### src/rtl/mbv_pkg.sv
// Package for the mesh bounding volume block: payload structs, coordinate
// constants and the input saturation function. No dependencies.
package mbv_pkg;

    localparam int COORD_W = 24;
    localparam int RAD_W   = 25;
    localparam int DIFF_W  = 25;
    localparam int MAG_W   = 24;
    localparam int SQ_W    = 48;
    localparam int DIST_W  = 50;
    localparam int SQR_REM_W = 26;
    localparam int VTX_W   = 3 * COORD_W;

    localparam logic signed [COORD_W-1:0] COORD_LIMIT     = 24'sd5120000;
    localparam logic signed [COORD_W-1:0] COORD_LIMIT_NEG = -24'sd5120000;

    typedef logic signed [COORD_W-1:0] coord_t;

    typedef struct packed {
        coord_t coord_x;
        coord_t coord_y;
        coord_t coord_z;
        logic   last_vertex;
    } vertex_t;

    typedef struct packed {
        coord_t             box_min_x;
        coord_t             box_min_y;
        coord_t             box_min_z;
        coord_t             box_max_x;
        coord_t             box_max_y;
        coord_t             box_max_z;
        coord_t             center_x;
        coord_t             center_y;
        coord_t             center_z;
        logic [RAD_W-1:0]   sphere_radius;
    } result_t;

    typedef struct packed {
        coord_t min_x;
        coord_t min_y;
        coord_t min_z;
        coord_t max_x;
        coord_t max_y;
        coord_t max_z;
    } box_t;

    function automatic coord_t sat_coord(input coord_t v);
        coord_t r;
        if (v > COORD_LIMIT) begin
            r = COORD_LIMIT;
        end else if (v < COORD_LIMIT_NEG) begin
            r = COORD_LIMIT_NEG;
        end else begin
            r = v;
        end
        return r;
    endfunction

endpackage

### src/rtl/mbv_front.sv
// Front end: accepts vertices, saturates, stores them and keeps box, sums and count.
// Hands each finished mesh to the back end through a one-entry job slot. Uses mbv_pkg.
module mbv_front #(
    parameter int MAX_VERTICES = 1024,
    parameter int CNT_W        = 11,
    parameter int SUM_W        = 35,
    parameter int ADDR_W       = 10
) (
    input  logic                     aclk,
    input  logic                     aresetn,
    input  logic                     s_valid,
    output logic                     s_ready,
    input  mbv_pkg::vertex_t         s_data,
    input  logic                     pass_done,
    output logic                     ram_we,
    output logic [ADDR_W-1:0]        ram_waddr,
    output logic [mbv_pkg::VTX_W-1:0] ram_wdata,
    output logic                     job_valid,
    input  logic                     job_ready,
    output mbv_pkg::box_t            job_box,
    output logic signed [SUM_W-1:0]  job_sum_x,
    output logic signed [SUM_W-1:0]  job_sum_y,
    output logic signed [SUM_W-1:0]  job_sum_z,
    output logic [CNT_W-1:0]         job_count
);
    import mbv_pkg::*;

    logic                    hold_reg;
    logic                    job_valid_reg;
    logic [CNT_W-1:0]        count_reg, count_next;
    logic signed [SUM_W-1:0] sx_reg, sy_reg, sz_reg;
    logic signed [SUM_W-1:0] sx_next, sy_next, sz_next;
    box_t                    box_reg, box_next;
    coord_t                  x, y, z;
    logic                    accept, store;

    assign s_ready   = !hold_reg;
    assign accept    = s_valid && s_ready;
    assign x         = sat_coord(s_data.coord_x);
    assign y         = sat_coord(s_data.coord_y);
    assign z         = sat_coord(s_data.coord_z);
    assign store     = accept && (count_reg < CNT_W'(MAX_VERTICES));
    assign ram_we    = store;
    assign ram_waddr = count_reg[ADDR_W-1:0];
    assign ram_wdata = {x, y, z};
    assign job_valid = job_valid_reg;

    always_comb begin
        count_next = count_reg;
        sx_next    = sx_reg;
        sy_next    = sy_reg;
        sz_next    = sz_reg;
        box_next   = box_reg;
        if (store) begin
            count_next = count_reg + 1'b1;
            sx_next    = sx_reg + SUM_W'(x);
            sy_next    = sy_reg + SUM_W'(y);
            sz_next    = sz_reg + SUM_W'(z);
            if (x < box_reg.min_x) box_next.min_x = x;
            if (y < box_reg.min_y) box_next.min_y = y;
            if (z < box_reg.min_z) box_next.min_z = z;
            if (x > box_reg.max_x) box_next.max_x = x;
            if (y > box_reg.max_y) box_next.max_y = y;
            if (z > box_reg.max_z) box_next.max_z = z;
        end
    end

    always_ff @(posedge aclk) begin
        if (!aresetn) begin
            hold_reg      <= 1'b0;
            job_valid_reg <= 1'b0;
            count_reg     <= '0;
            sx_reg        <= '0;
            sy_reg        <= '0;
            sz_reg        <= '0;
            box_reg       <= '{COORD_LIMIT, COORD_LIMIT, COORD_LIMIT,
                               COORD_LIMIT_NEG, COORD_LIMIT_NEG, COORD_LIMIT_NEG};
        end else begin
            if (job_valid_reg && job_ready) begin
                job_valid_reg <= 1'b0;
            end
            if (pass_done) begin
                hold_reg <= 1'b0;
            end
            if (accept && s_data.last_vertex) begin
                job_box       <= box_next;
                job_sum_x     <= sx_next;
                job_sum_y     <= sy_next;
                job_sum_z     <= sz_next;
                job_count     <= count_next;
                job_valid_reg <= 1'b1;
                hold_reg      <= 1'b1;
                count_reg     <= '0;
                sx_reg        <= '0;
                sy_reg        <= '0;
                sz_reg        <= '0;
                box_reg       <= '{COORD_LIMIT, COORD_LIMIT, COORD_LIMIT,
                                   COORD_LIMIT_NEG, COORD_LIMIT_NEG, COORD_LIMIT_NEG};
            end else begin
                count_reg <= count_next;
                sx_reg    <= sx_next;
                sy_reg    <= sy_next;
                sz_reg    <= sz_next;
                box_reg   <= box_next;
            end
        end
    end
endmodule

### config.mk
export PLATFORM = sky130hd
export DESIGN_NAME = mbv_front
export DESIGN_NICKNAME = d
export VERILOG_FILES = /design/src/rtl/mbv_pkg.sv /design/src/rtl/mbv_front.sv
export SDC_FILE = /design/constraint.sdc
export NUM_CORES = 1
export LEC_CHECK = 0
export ABC_AREA = 0
export BUFFER_PORTS_ARGS = -buffer_cell sky130_fd_sc_hd__buf_2
export CAP_MARGIN = 20
export CORE_AREA = 2 2 308 310
export DETAILED_ROUTE_END_ITERATION = 8
export DIE_AREA = 0 0 310 312
export GPL_TIMING_DRIVEN = 0
export PLACE_DENSITY_LB_ADDON = 0.12
export SETUP_SLACK_MARGIN = 0.05
export SLEW_MARGIN = 40
export SYNTH_ARGS = -nofsm -noshare
export SYNTH_HDL_FRONTEND = slang
export SYNTH_SLANG_ARGS = --single-unit
### constraint.sdc
create_clock -name aclk -period 6.9 [get_ports aclk]
set_input_delay 0 -clock aclk [delete_from_list [all_inputs] [get_ports aclk]]
set_output_delay 0 -clock aclk [all_outputs]
set_load 0.02 [all_outputs]
==> results.toml <==
[setup_path]
worstSetupStartpointType = "input pin"
slowest_delay_ps = 580
worstPathMaxFanout = 10
crit_chain = "dlygate4sd3_1 -> buf_2 -> nor4_2 -> nand4_1 -> or4_1 -> and2_4 -> nor2_4 -> clkbuf_1 -> nand2_1 -> inv_1 -> ha_1 -> nor2b_1 -> o21a_1 -> o21a_1 -> o21a_1 -> o21a_1 -> o21a_1 -> or4_1 -> a21oi_1 -> buf_2 -> mux2_2"
critPathSlowestCell = "nor4_2"
crit_required_ps = 7250
worstSetupEndpointType = "flop"
crit_top_cell = "o21a_1"
worst-setup-path-type = "input pin to flop"
worst_ep_arrival_time_ps = 6610

[power_and_ir_drop]
p_leak_uw = 0.0150
power_density_nw_per_um2 = 270
worst_ir_drop_vdd_v = 0.000176

[sta]
skew_ps = 24.6
maxSlewHeadroom = 0.423
setup_viol = 0
worst_pin_slew_ps = 866
final_hold_viol_count = 0
rsz0062_at_grt = "no"
max_freq_ghz = 0.160
timing.final.crit_share = 0.907
fin_crit_ps = 6260
slew_viol_final = 0
setup_slack_ps = 639

[floorplanning]
start_util = 0.299
die_area_um2 = 96700
rows = 112
die_width_um = 310
core_um2 = 93000
die_y_um = 312
ios = 423

[clocking]
cts_repair_resize_count = 0
cts_sinks = 522
cts_buffer_depth = 3
clk_latency_ps = 620
path_clk_slew_ps = 50
cts_tree = "yes"
root_buffer = "clkbuf_16"
cts_buffers = 67
htreeDepth = 3

[outcome]
status = "finished, final reports clean"

[finish]
final_area_um2 = 34100
nets = 3578
synthToLayoutAreaGrowth_pct = 22.8
layout-drive-gt1-share = 0.217
post-route-util = 0.367

[logic_synthesis]
synthDistinctLibCells = 77
synthTopCellsByCount = "296 x nand2_1, 262 x dfxtp_1, 260 x edfxtp_1"
synth_cells = 2732
synth-async-reset-ratio = 0
syn_avg_cell_area_um2 = 10.2
yosysMostFrequentCell = "nand2_1"
synth.net_count = 3060
syn_area_um2 = 27800
ys_ff_latch = 522
synthFlopType = "dfxtp_1"
ys_warn_count = 0
yosys-top-cells-area = "edfxtp_1 28%, dfxtp_1 19%, ha_1 11%, and2_1 4.3%, mux2_2 4.3%"
synth_top_area_share = 0.281
seq_area_frac_synth = 0.470
synth-edff-count = 260
yosys.area.top_type = "edfxtp_1"

[route]
drcViolationCount = 0
wl_per_cell_um = 20.6
vias = 22400
via_per_inst = 4.90
drt-pass1-iter-count = 5
ant_nets = 0
finalWirelength_mm = 94.2
drt-initial-drc-count = 1368

[place]
pre_cts_ws_ps = 247
detailedPlacementHpwl_mm = 71.6
portBuffers = 422
place_area_um2 = 31700
place_congestion = 0.881

[global_routing]
antenna_found_initial = 3
grt_util_all_layers = 0.191
grt_pass1_wl_mm = 139
grt_pass1_vias = 22100
grt_max_degree = 67
grt-ovfl-total = 0

[min_path]
hold_class = "input pin to flop"

[job]
cap_violations = 0
==> cell type report <==
type / instances / area, um^2
Fill cell: 9531 / 58900
Multi-Input combinational cell: 1920 / 13600
Sequential cell: 522 / 13100
Timing Repair Buffer: 449 / 2480
Clock buffer: 96 / 1920
Tap cell: 1254 / 1570
Inverter: 190 / 721
Buffer: 100 / 463
Clock inverter: 26 / 273
Antenna cell: 5 / 12.5
==> critical path: cells and delay by family <==
| kind | cells | cell delay [ps] |
|---|---|---|
| simple gates | 8 | 2690 |
| buf+inv | 5 | 1830 |
| compound gates | 6 | 1370 |
| mux | 1 | 400 |
| fa+ha+maj | 1 | 280 |
==> cells by family after synthesis <==
logic type	Yosys count	share of synthesized area
buffers and inverters	290	0.0414
and+or+nand+nor	846	0.155
AOI/OAI and AO/OA	597	0.135
xor gates and xnor gates	84	0.0265
adders and majority gates	250	0.113
DFF	522	0.470
muxes	143	0.0595
==> layout by cell type, fill, tap and decap left out, drive strengths merged, types with 15 or more instances in the layout <==
cell	netlist	layout
buf	26	454
nand2	297	297
dfxtp	262	262
edfxtp	260	260
ha	247	247
a21oi	203	203
and2	192	192
inv	190	192
clkbuf	74	171
o21ai	130	130
mux2	124	124
nor2	94	94
a21o	90	90
xnor2	57	57
nand3	52	52
nand4	44	44
nand2b	44	44
o21a	38	38
nor3	31	31
xor2	27	27
nor2b	22	22
dlygate4sd3	0	20
a31oi	19	19
mux2i	19	19
o211ai	17	17
clkinv	0	17
a211oi	16	16
and3	15	15
==> final timing paths <==
kind | from | depth (start not counted) | end | slack, ps
min reg2reg | sy_reg[6] | 2 | sy_reg[6] | 480
max | s_data[49] | 21 | job_box[48] | 640
min | s_data[50] | 3 | job_box[121] | 40
max reg2reg | sy_reg[0] | 13 | job_sum_y[34] | 2980
==> power by group <==
part,switching (uW),internal (uW),total (uW),leakage (uW)
combinational,1340,797,2130,0.00937
clock,1420,2090,3520,0.00106
sequential,78.1,3490,3570,0.00453
total,2840,6380,9220,0.0150
==> repair_timing <==
| action | CTS | global route |
|---|---|---|
| hold endpoints to repair | 18 | 0 |
| buffers inserted | 0 | 0 |
| hold buffers | 20 | 0 |
==> stage by stage <==
stage	total power [uW]	setup TNS [ps]	hold WS (ps)	cells
floorplan	5070	0	124	2732
global route	9690	0	76.2	4557
global placement	5720	-702630	256	4408
CTS	9340	0	37.8	4556
finish	9220	0	36.3	4562
detailed placement	5750	0	264	4414
==> routing by layer <==
layer  vias to the layer above  global-route usage  wire length (um)
li1                      10800                   -                 -
met1                     10800               0.254             42700
met2                       630               0.314             43800
met3                       120              0.0372              5740
met4                         0              0.0525              1980
met5                         -                   0                 0
(Power assumes the default switching activity.)
