$ cat src/rtl/mbv_pkg.sv
// Package for the mesh bounding volume block: payload structs, coordinate
// constants and the input saturation function. No dependencies.
package mbv_pkg;

    localparam int COORD_W = 24;
    localparam int RAD_W   = 25;
    localparam int DIFF_W  = 25;
    localparam int MAG_W   = 24;
    localparam int SQ_W    = 48;
    localparam int DIST_W  = 50;
    localparam int SQR_REM_W = 26;
    localparam int VTX_W   = 3 * COORD_W;

    localparam logic signed [COORD_W-1:0] COORD_LIMIT     = 24'sd5120000;
    localparam logic signed [COORD_W-1:0] COORD_LIMIT_NEG = -24'sd5120000;

    typedef logic signed [COORD_W-1:0] coord_t;

    typedef struct packed {
        coord_t coord_x;
        coord_t coord_y;
        coord_t coord_z;
        logic   last_vertex;
    } vertex_t;

    typedef struct packed {
        coord_t             box_min_x;
        coord_t             box_min_y;
        coord_t             box_min_z;
        coord_t             box_max_x;
        coord_t             box_max_y;
        coord_t             box_max_z;
        coord_t             center_x;
        coord_t             center_y;
        coord_t             center_z;
        logic [RAD_W-1:0]   sphere_radius;
    } result_t;

    typedef struct packed {
        coord_t min_x;
        coord_t min_y;
        coord_t min_z;
        coord_t max_x;
        coord_t max_y;
        coord_t max_z;
    } box_t;

    function automatic coord_t sat_coord(input coord_t v);
        coord_t r;
        if (v > COORD_LIMIT) begin
            r = COORD_LIMIT;
        end else if (v < COORD_LIMIT_NEG) begin
            r = COORD_LIMIT_NEG;
        end else begin
            r = v;
        end
        return r;
    endfunction

endpackage

$ cat src/rtl/mbv_back.sv
// Back end: centroid by a shared serial divider, distance pass over the vertex RAM,
// serial floor square root, and the result register. Uses mbv_pkg.
module mbv_back #(
    parameter int CNT_W  = 11,
    parameter int SUM_W  = 35,
    parameter int ADDR_W = 10
) (
    input  logic                      aclk,
    input  logic                      aresetn,
    input  logic                      job_valid,
    output logic                      job_ready,
    input  mbv_pkg::box_t             job_box,
    input  logic signed [SUM_W-1:0]   job_sum_x,
    input  logic signed [SUM_W-1:0]   job_sum_y,
    input  logic signed [SUM_W-1:0]   job_sum_z,
    input  logic [CNT_W-1:0]          job_count,
    output logic [ADDR_W-1:0]         ram_raddr,
    input  logic [mbv_pkg::VTX_W-1:0] ram_rdata,
    output logic                      pass_done,
    output logic                      m_valid,
    input  logic                      m_ready,
    output mbv_pkg::result_t          m_data
);
    import mbv_pkg::*;

    localparam int STEP_W = $clog2(SUM_W + RAD_W + 1);
    localparam logic [2:0] ST_IDLE = 3'd0;
    localparam logic [2:0] ST_DIV  = 3'd1;
    localparam logic [2:0] ST_PASS = 3'd2;
    localparam logic [2:0] ST_SQRT = 3'd3;
    localparam logic [2:0] ST_OUT  = 3'd4;

    logic [2:0]              state_reg;
    box_t                    box_reg;
    logic [CNT_W-1:0]        cnt_reg;
    logic signed [SUM_W-1:0] sum_reg [3];
    coord_t                  center_reg [3];
    logic [1:0]              axis_reg, axis_inc;
    logic [STEP_W-1:0]       step_reg;
    logic [CNT_W:0]          rem_reg, rem_sh;
    logic [SUM_W-1:0]        quo_reg, quo_fin;
    logic                    neg_reg, div_ge;
    logic signed [SUM_W-1:0] sum_sel;

    logic [CNT_W-1:0]        rd_idx_reg;
    logic                    issue;
    logic                    v1_reg, v2_reg, v3_reg, v4_reg;
    logic signed [DIFF_W-1:0] diff_reg [3];
    logic [MAG_W-1:0]        mag_reg [3];
    logic [SQ_W-1:0]         sq_reg [3];
    logic [DIST_W-1:0]       best_reg, dist_sum;
    coord_t                  rd_coord [3];

    logic [DIST_W-1:0]       src_reg;
    logic [SQR_REM_W-1:0]    sqr_rem_reg;
    logic [RAD_W-1:0]        root_reg;
    logic [SQR_REM_W+1:0]    sqr_sh, sqr_trial;
    logic                    sqr_ge;

    logic                    m_valid_reg;
    result_t                 m_data_reg;

    assign job_ready = (state_reg == ST_IDLE);
    assign m_valid   = m_valid_reg;
    assign m_data    = m_data_reg;

    assign axis_inc = axis_reg + 2'd1;
    assign sum_sel  = sum_reg[axis_inc];
    assign rem_sh   = {rem_reg[CNT_W-1:0], quo_reg[SUM_W-1]};
    assign div_ge   = rem_sh >= {1'b0, cnt_reg};
    assign quo_fin  = {quo_reg[SUM_W-2:0], div_ge};

    assign issue     = (state_reg == ST_PASS) && (rd_idx_reg < cnt_reg);
    assign ram_raddr = rd_idx_reg[ADDR_W-1:0];
    assign pass_done = (state_reg == ST_PASS) && !issue
                       && !v1_reg && !v2_reg && !v3_reg && !v4_reg;
    assign rd_coord[0] = ram_rdata[3*COORD_W-1:2*COORD_W];
    assign rd_coord[1] = ram_rdata[2*COORD_W-1:COORD_W];
    assign rd_coord[2] = ram_rdata[COORD_W-1:0];
    assign dist_sum = DIST_W'(sq_reg[0]) + DIST_W'(sq_reg[1]) + DIST_W'(sq_reg[2]);

    assign sqr_sh    = {sqr_rem_reg, src_reg[DIST_W-1:DIST_W-2]};
    assign sqr_trial = (SQR_REM_W+2)'({root_reg, 2'b01});
    assign sqr_ge    = sqr_sh >= sqr_trial;

    always_ff @(posedge aclk) begin
        for (int i = 0; i < 3; i++) begin
            diff_reg[i] <= DIFF_W'(rd_coord[i]) - DIFF_W'(center_reg[i]);
            mag_reg[i]  <= diff_reg[i][DIFF_W-1] ? MAG_W'(-diff_reg[i])
                                                 : MAG_W'(diff_reg[i]);
            sq_reg[i]   <= mag_reg[i] * mag_reg[i];
        end
    end

    always_ff @(posedge aclk) begin
        if (!aresetn) begin
            state_reg   <= ST_IDLE;
            m_valid_reg <= 1'b0;
            v1_reg      <= 1'b0;
            v2_reg      <= 1'b0;
            v3_reg      <= 1'b0;
            v4_reg      <= 1'b0;
        end else begin
            v1_reg <= issue;
            v2_reg <= v1_reg;
            v3_reg <= v2_reg;
            v4_reg <= v3_reg;
            if (m_valid_reg && m_ready) begin
                m_valid_reg <= 1'b0;
            end
            case (state_reg)
                ST_IDLE: begin
                    if (job_valid) begin
                        box_reg    <= job_box;
                        cnt_reg    <= job_count;
                        sum_reg[0] <= job_sum_x;
                        sum_reg[1] <= job_sum_y;
                        sum_reg[2] <= job_sum_z;
                        axis_reg   <= 2'd0;
                        step_reg   <= '0;
                        rem_reg    <= '0;
                        neg_reg    <= job_sum_x[SUM_W-1];
                        quo_reg    <= job_sum_x[SUM_W-1] ? SUM_W'(-job_sum_x)
                                                         : SUM_W'(job_sum_x);
                        state_reg  <= ST_DIV;
                    end
                end
                ST_DIV: begin
                    rem_reg  <= div_ge ? rem_sh - {1'b0, cnt_reg} : rem_sh;
                    quo_reg  <= quo_fin;
                    step_reg <= step_reg + 1'b1;
                    if (step_reg == STEP_W'(SUM_W - 1)) begin
                        center_reg[axis_reg] <= neg_reg ? -COORD_W'(quo_fin)
                                                        : COORD_W'(quo_fin);
                        step_reg <= '0;
                        rem_reg  <= '0;
                        if (axis_reg == 2'd2) begin
                            rd_idx_reg <= '0;
                            best_reg   <= '0;
                            state_reg  <= ST_PASS;
                        end else begin
                            axis_reg <= axis_inc;
                            neg_reg  <= sum_sel[SUM_W-1];
                            quo_reg  <= sum_sel[SUM_W-1] ? SUM_W'(-sum_sel)
                                                         : SUM_W'(sum_sel);
                        end
                    end
                end
                ST_PASS: begin
                    if (issue) begin
                        rd_idx_reg <= rd_idx_reg + 1'b1;
                    end
                    if (v4_reg && dist_sum > best_reg) begin
                        best_reg <= dist_sum;
                    end
                    if (pass_done) begin
                        src_reg     <= best_reg;
                        sqr_rem_reg <= '0;
                        root_reg    <= '0;
                        step_reg    <= '0;
                        state_reg   <= ST_SQRT;
                    end
                end
                ST_SQRT: begin
                    sqr_rem_reg <= sqr_ge ? SQR_REM_W'(sqr_sh - sqr_trial)
                                          : SQR_REM_W'(sqr_sh);
                    root_reg    <= {root_reg[RAD_W-2:0], sqr_ge};
                    src_reg     <= {src_reg[DIST_W-3:0], 2'b00};
                    step_reg    <= step_reg + 1'b1;
                    if (step_reg == STEP_W'(RAD_W - 1)) begin
                        state_reg <= ST_OUT;
                    end
                end
                ST_OUT: begin
                    if (!m_valid_reg || m_ready) begin
                        m_data_reg.box_min_x     <= box_reg.min_x;
                        m_data_reg.box_min_y     <= box_reg.min_y;
                        m_data_reg.box_min_z     <= box_reg.min_z;
                        m_data_reg.box_max_x     <= box_reg.max_x;
                        m_data_reg.box_max_y     <= box_reg.max_y;
                        m_data_reg.box_max_z     <= box_reg.max_z;
                        m_data_reg.center_x      <= center_reg[0];
                        m_data_reg.center_y      <= center_reg[1];
                        m_data_reg.center_z      <= center_reg[2];
                        m_data_reg.sphere_radius <= root_reg;
                        m_valid_reg              <= 1'b1;
                        state_reg                <= ST_IDLE;
                    end
                end
                default: begin
                    state_reg <= ST_IDLE;
                end
            endcase
        end
    end
endmodule
$ cat config.mk
export PLATFORM = sky130hd
export DESIGN_NAME = mbv_back
export DESIGN_NICKNAME = d
export VERILOG_FILES = /design/src/rtl/mbv_pkg.sv /design/src/rtl/mbv_back.sv
export SDC_FILE = /design/constraint.sdc
export NUM_CORES = 2
export LEC_CHECK = 0
export ABC_AREA = 1
export BUFFER_PORTS_ARGS = -buffer_cell sky130_fd_sc_hd__buf_2
export CAP_MARGIN = 20
export CORE_MARGIN = 4
export CORE_UTILIZATION = 35
export CTS_CLUSTER_SIZE = 20
export DETAILED_ROUTE_END_ITERATION = 8
export PLACE_DENSITY = 0.57
export SETUP_SLACK_MARGIN = 0.3
export SYNTH_ARGS = -nofsm -noshare
export SYNTH_HDL_FRONTEND = slang
export SYNTH_SLANG_ARGS = --single-unit
$ cat constraint.sdc
create_clock -name aclk -period 18.7 [get_ports aclk]
set_input_delay 0.935 -clock aclk [delete_from_list [all_inputs] [get_ports aclk]]
set_output_delay 0.935 -clock aclk [all_outputs]
set_load 0.02 [all_outputs]
==> out/results.ini <==
[job]
drv_cap=0

[sta]
finalHoldViolCount=0
skew_ns=0.1032
tns_ns=0
rsz0062_at_grt=false
slew_headroom_pct=24.53
clock.fmax_mhz=142.2
finalCriticalPeriod_ns=7.031
drv_slew=0
setup_violations=0
worst_pin_slew_ns=1.128
fin_crit_sh_pct=37.60

[run_status]
status=finished clean

[yosys]
yosys_warnings=0
synth_area_sq_um=100600
synth_area_per_cell_sq_um=9.043
synth_cells=11120
synth_top_cells_by_area=fa_1, edfxtp_1, inv_1, ha_1, nand2_1
async_flop_share_pct=0
seq_area_frac_synth_pct=29.48
synth_top_cell_area_share_pct=26.23
synth-seq-cells=1086
yosysTopAreaCell=fa_1
ys.flop_type=edfxtp_1
synth_edf_count=790
synth_cell_type_count=58

[cells_and_area]
nets=14130
final_cell_count_no_fill=15590
drive_gt1_share_pct=8.445
fin_util_pct=39.42
largest_register_ff_count=241
final_common_cell=inv_1
syn_to_final_growth_pct=11.97
final_cell_mix=inv_1, nand2_1, fa_1

[detailed_routing]
via_per_inst=4.663
drt-total-wl_mm=284.0
wire_per_inst_microns=18.22
vias=72690
drt_iter0_markers=4730
firstDrtPassIters=8
drc=0
antenna_left=0

[cts]
ctsHoldBuffers=0
post_cts_resized=0
clk_latency_ns=0.83
cts_setup_buffers=0
htree_levels=4
path_clk_slew_ns=0.06
clk_path_buf_depth=4
cts_tree=built
cts_sinks=1086
clockRootBuffer=clkbuf_16
cts_buffers=134

[worst_setup_path]
worstPathRequired_ns=19.39
worstSetupPathType=register to register
crit_chain=buf_4 > nand2_1 > fa_1 > inv_1 > fa_1 > inv_1 > fa_1 > inv_1 > fa_1 > inv_1 > fa_1 > inv_1 > fa_1 > inv_1 > fa_1 > inv_1 > ha_1 > nand2_1 > nor2_1 > inv_1 > nor4_1 > a21oi_1 > o21bai_1 > xor2_1
slowest_delay_ns=0.69
path_max_fanout=14
cp-startpoint=mag_reg[0][16]
crit_slowest_cell=dfxtp_1
r2r_start=mag_reg[0][16]
cpMostUsedCell=inv_1
start_kind=register
endpoint_kind=register
arrival_ns=7.72

[global_route]
overflow=0
antenna_found_initial=33
track_usage_pct=19.30
grt_pass1_vias=75350
grt_pass1_wl_mm=443.6
grt_max_degree=151

[placed_design]
dp.cells=15340
routabilityCongestion=0.9452
hpwl_mm=234.5
numPortBuffers=589

[floorplan]
ioPinCount=590
die_area_sq_um=296000
core_sq_um=285700
dieHeight_microns=544.1
rows=196
start_util_pct=35.20
die_w_microns=544.1

[worst_hold_path]
hold_path.class=primary input to register
min_from=job_box[60]

cell type report:
class | instances | area, sq um
Inverter | 2877 | 10810
Antenna cell | 8 | 20.02
Timing Repair Buffer | 692 | 3770
Clock buffer | 164 | 3635
Fill cell | 28770 | 173100
Sequential cell | 1086 | 29650
Multi-Input combinational cell | 6928 | 59200
Tap cell | 3762 | 4707
Clock inverter | 71 | 837.1
critical path: cells and delay by family, from the launching register on:
| family | cells | cell delay [ns] |
|---|---|---|
| and+or+nand+nor | 4 | 0.92 |
| DFF | 1 | 0.69 |
| AOI/OAI and AO/OA | 2 | 0.37 |
| buffers and inverters | 9 | 0.80 |
| adders and majority gates | 8 | 3.93 |
| xor gates and xnor gates | 1 | 0.16 |
stage by stage:
stage          area, sq um  hold WS, ns  setup WS, ns
2_1_floorplan       100600       0.3308         7.589
3_3_place_gp        108100       0.4002         11.68
3_5_place_dp        108100       0.4045         11.77
4_1_cts             112600       0.1996         11.69
5_1_grt             112600       0.2259         11.29
6_report            112600       0.2690         11.67
metal layers:
| metal | global-route usage, % | part of all wire [%] |
|---|---|---|
| met1 | 25.39 | 43 |
| met5 | 0 | 0.082 |
| met3 | 2.644 | 5.3 |
| met4 | 6.391 | 3.7 |
| met2 | 32.73 | 48 |
cell families (layout without fill, tap and decap cells):
logic type	after synthesis	in the layout	share of synthesized area [%]
DFF	1086	1086	29.48
xor gates and xnor gates	388	388	3.379
and+or+nand+nor	3401	3401	13.84
AOI/OAI and AO/OA	1061	1061	5.895
buffers and inverters	3110	3804	11.75
other	2	11	0.007467
adders and majority gates	2075	2075	35.65
synth_stat cells, drive strengths merged (14+ instances only):
library cell and n:
nor3 88, nor2 739, inv 2872, nand3 305, o211ai 14, ha 757, buf 44, nand2 2083
xor2 247, o21a 32, xnor2 141, a21oi 452, o21ai 365, nor4 31, nand4 83, a21o 53
or2 42, dfxtp 296, edfxtp 790, o21bai 52, a31oi 49, a21boi 22, clkbuf 189, fa 1318
worst paths after layout:
kind / endpoint / slack [ns] / cells past startpoint
worst min-delay path: box_reg[60] / 0.27 / 1
worst min register to register: m_data[134] / 0.40 / 0
worst max-delay path: sq_reg[0][34] / 11.67 / 24
worst max register to register: sq_reg[0][34] / 11.67 / 24
Power is not shown: default switching activity piles up to over one toggle a cycle in this logic, so the estimate is an artifact.
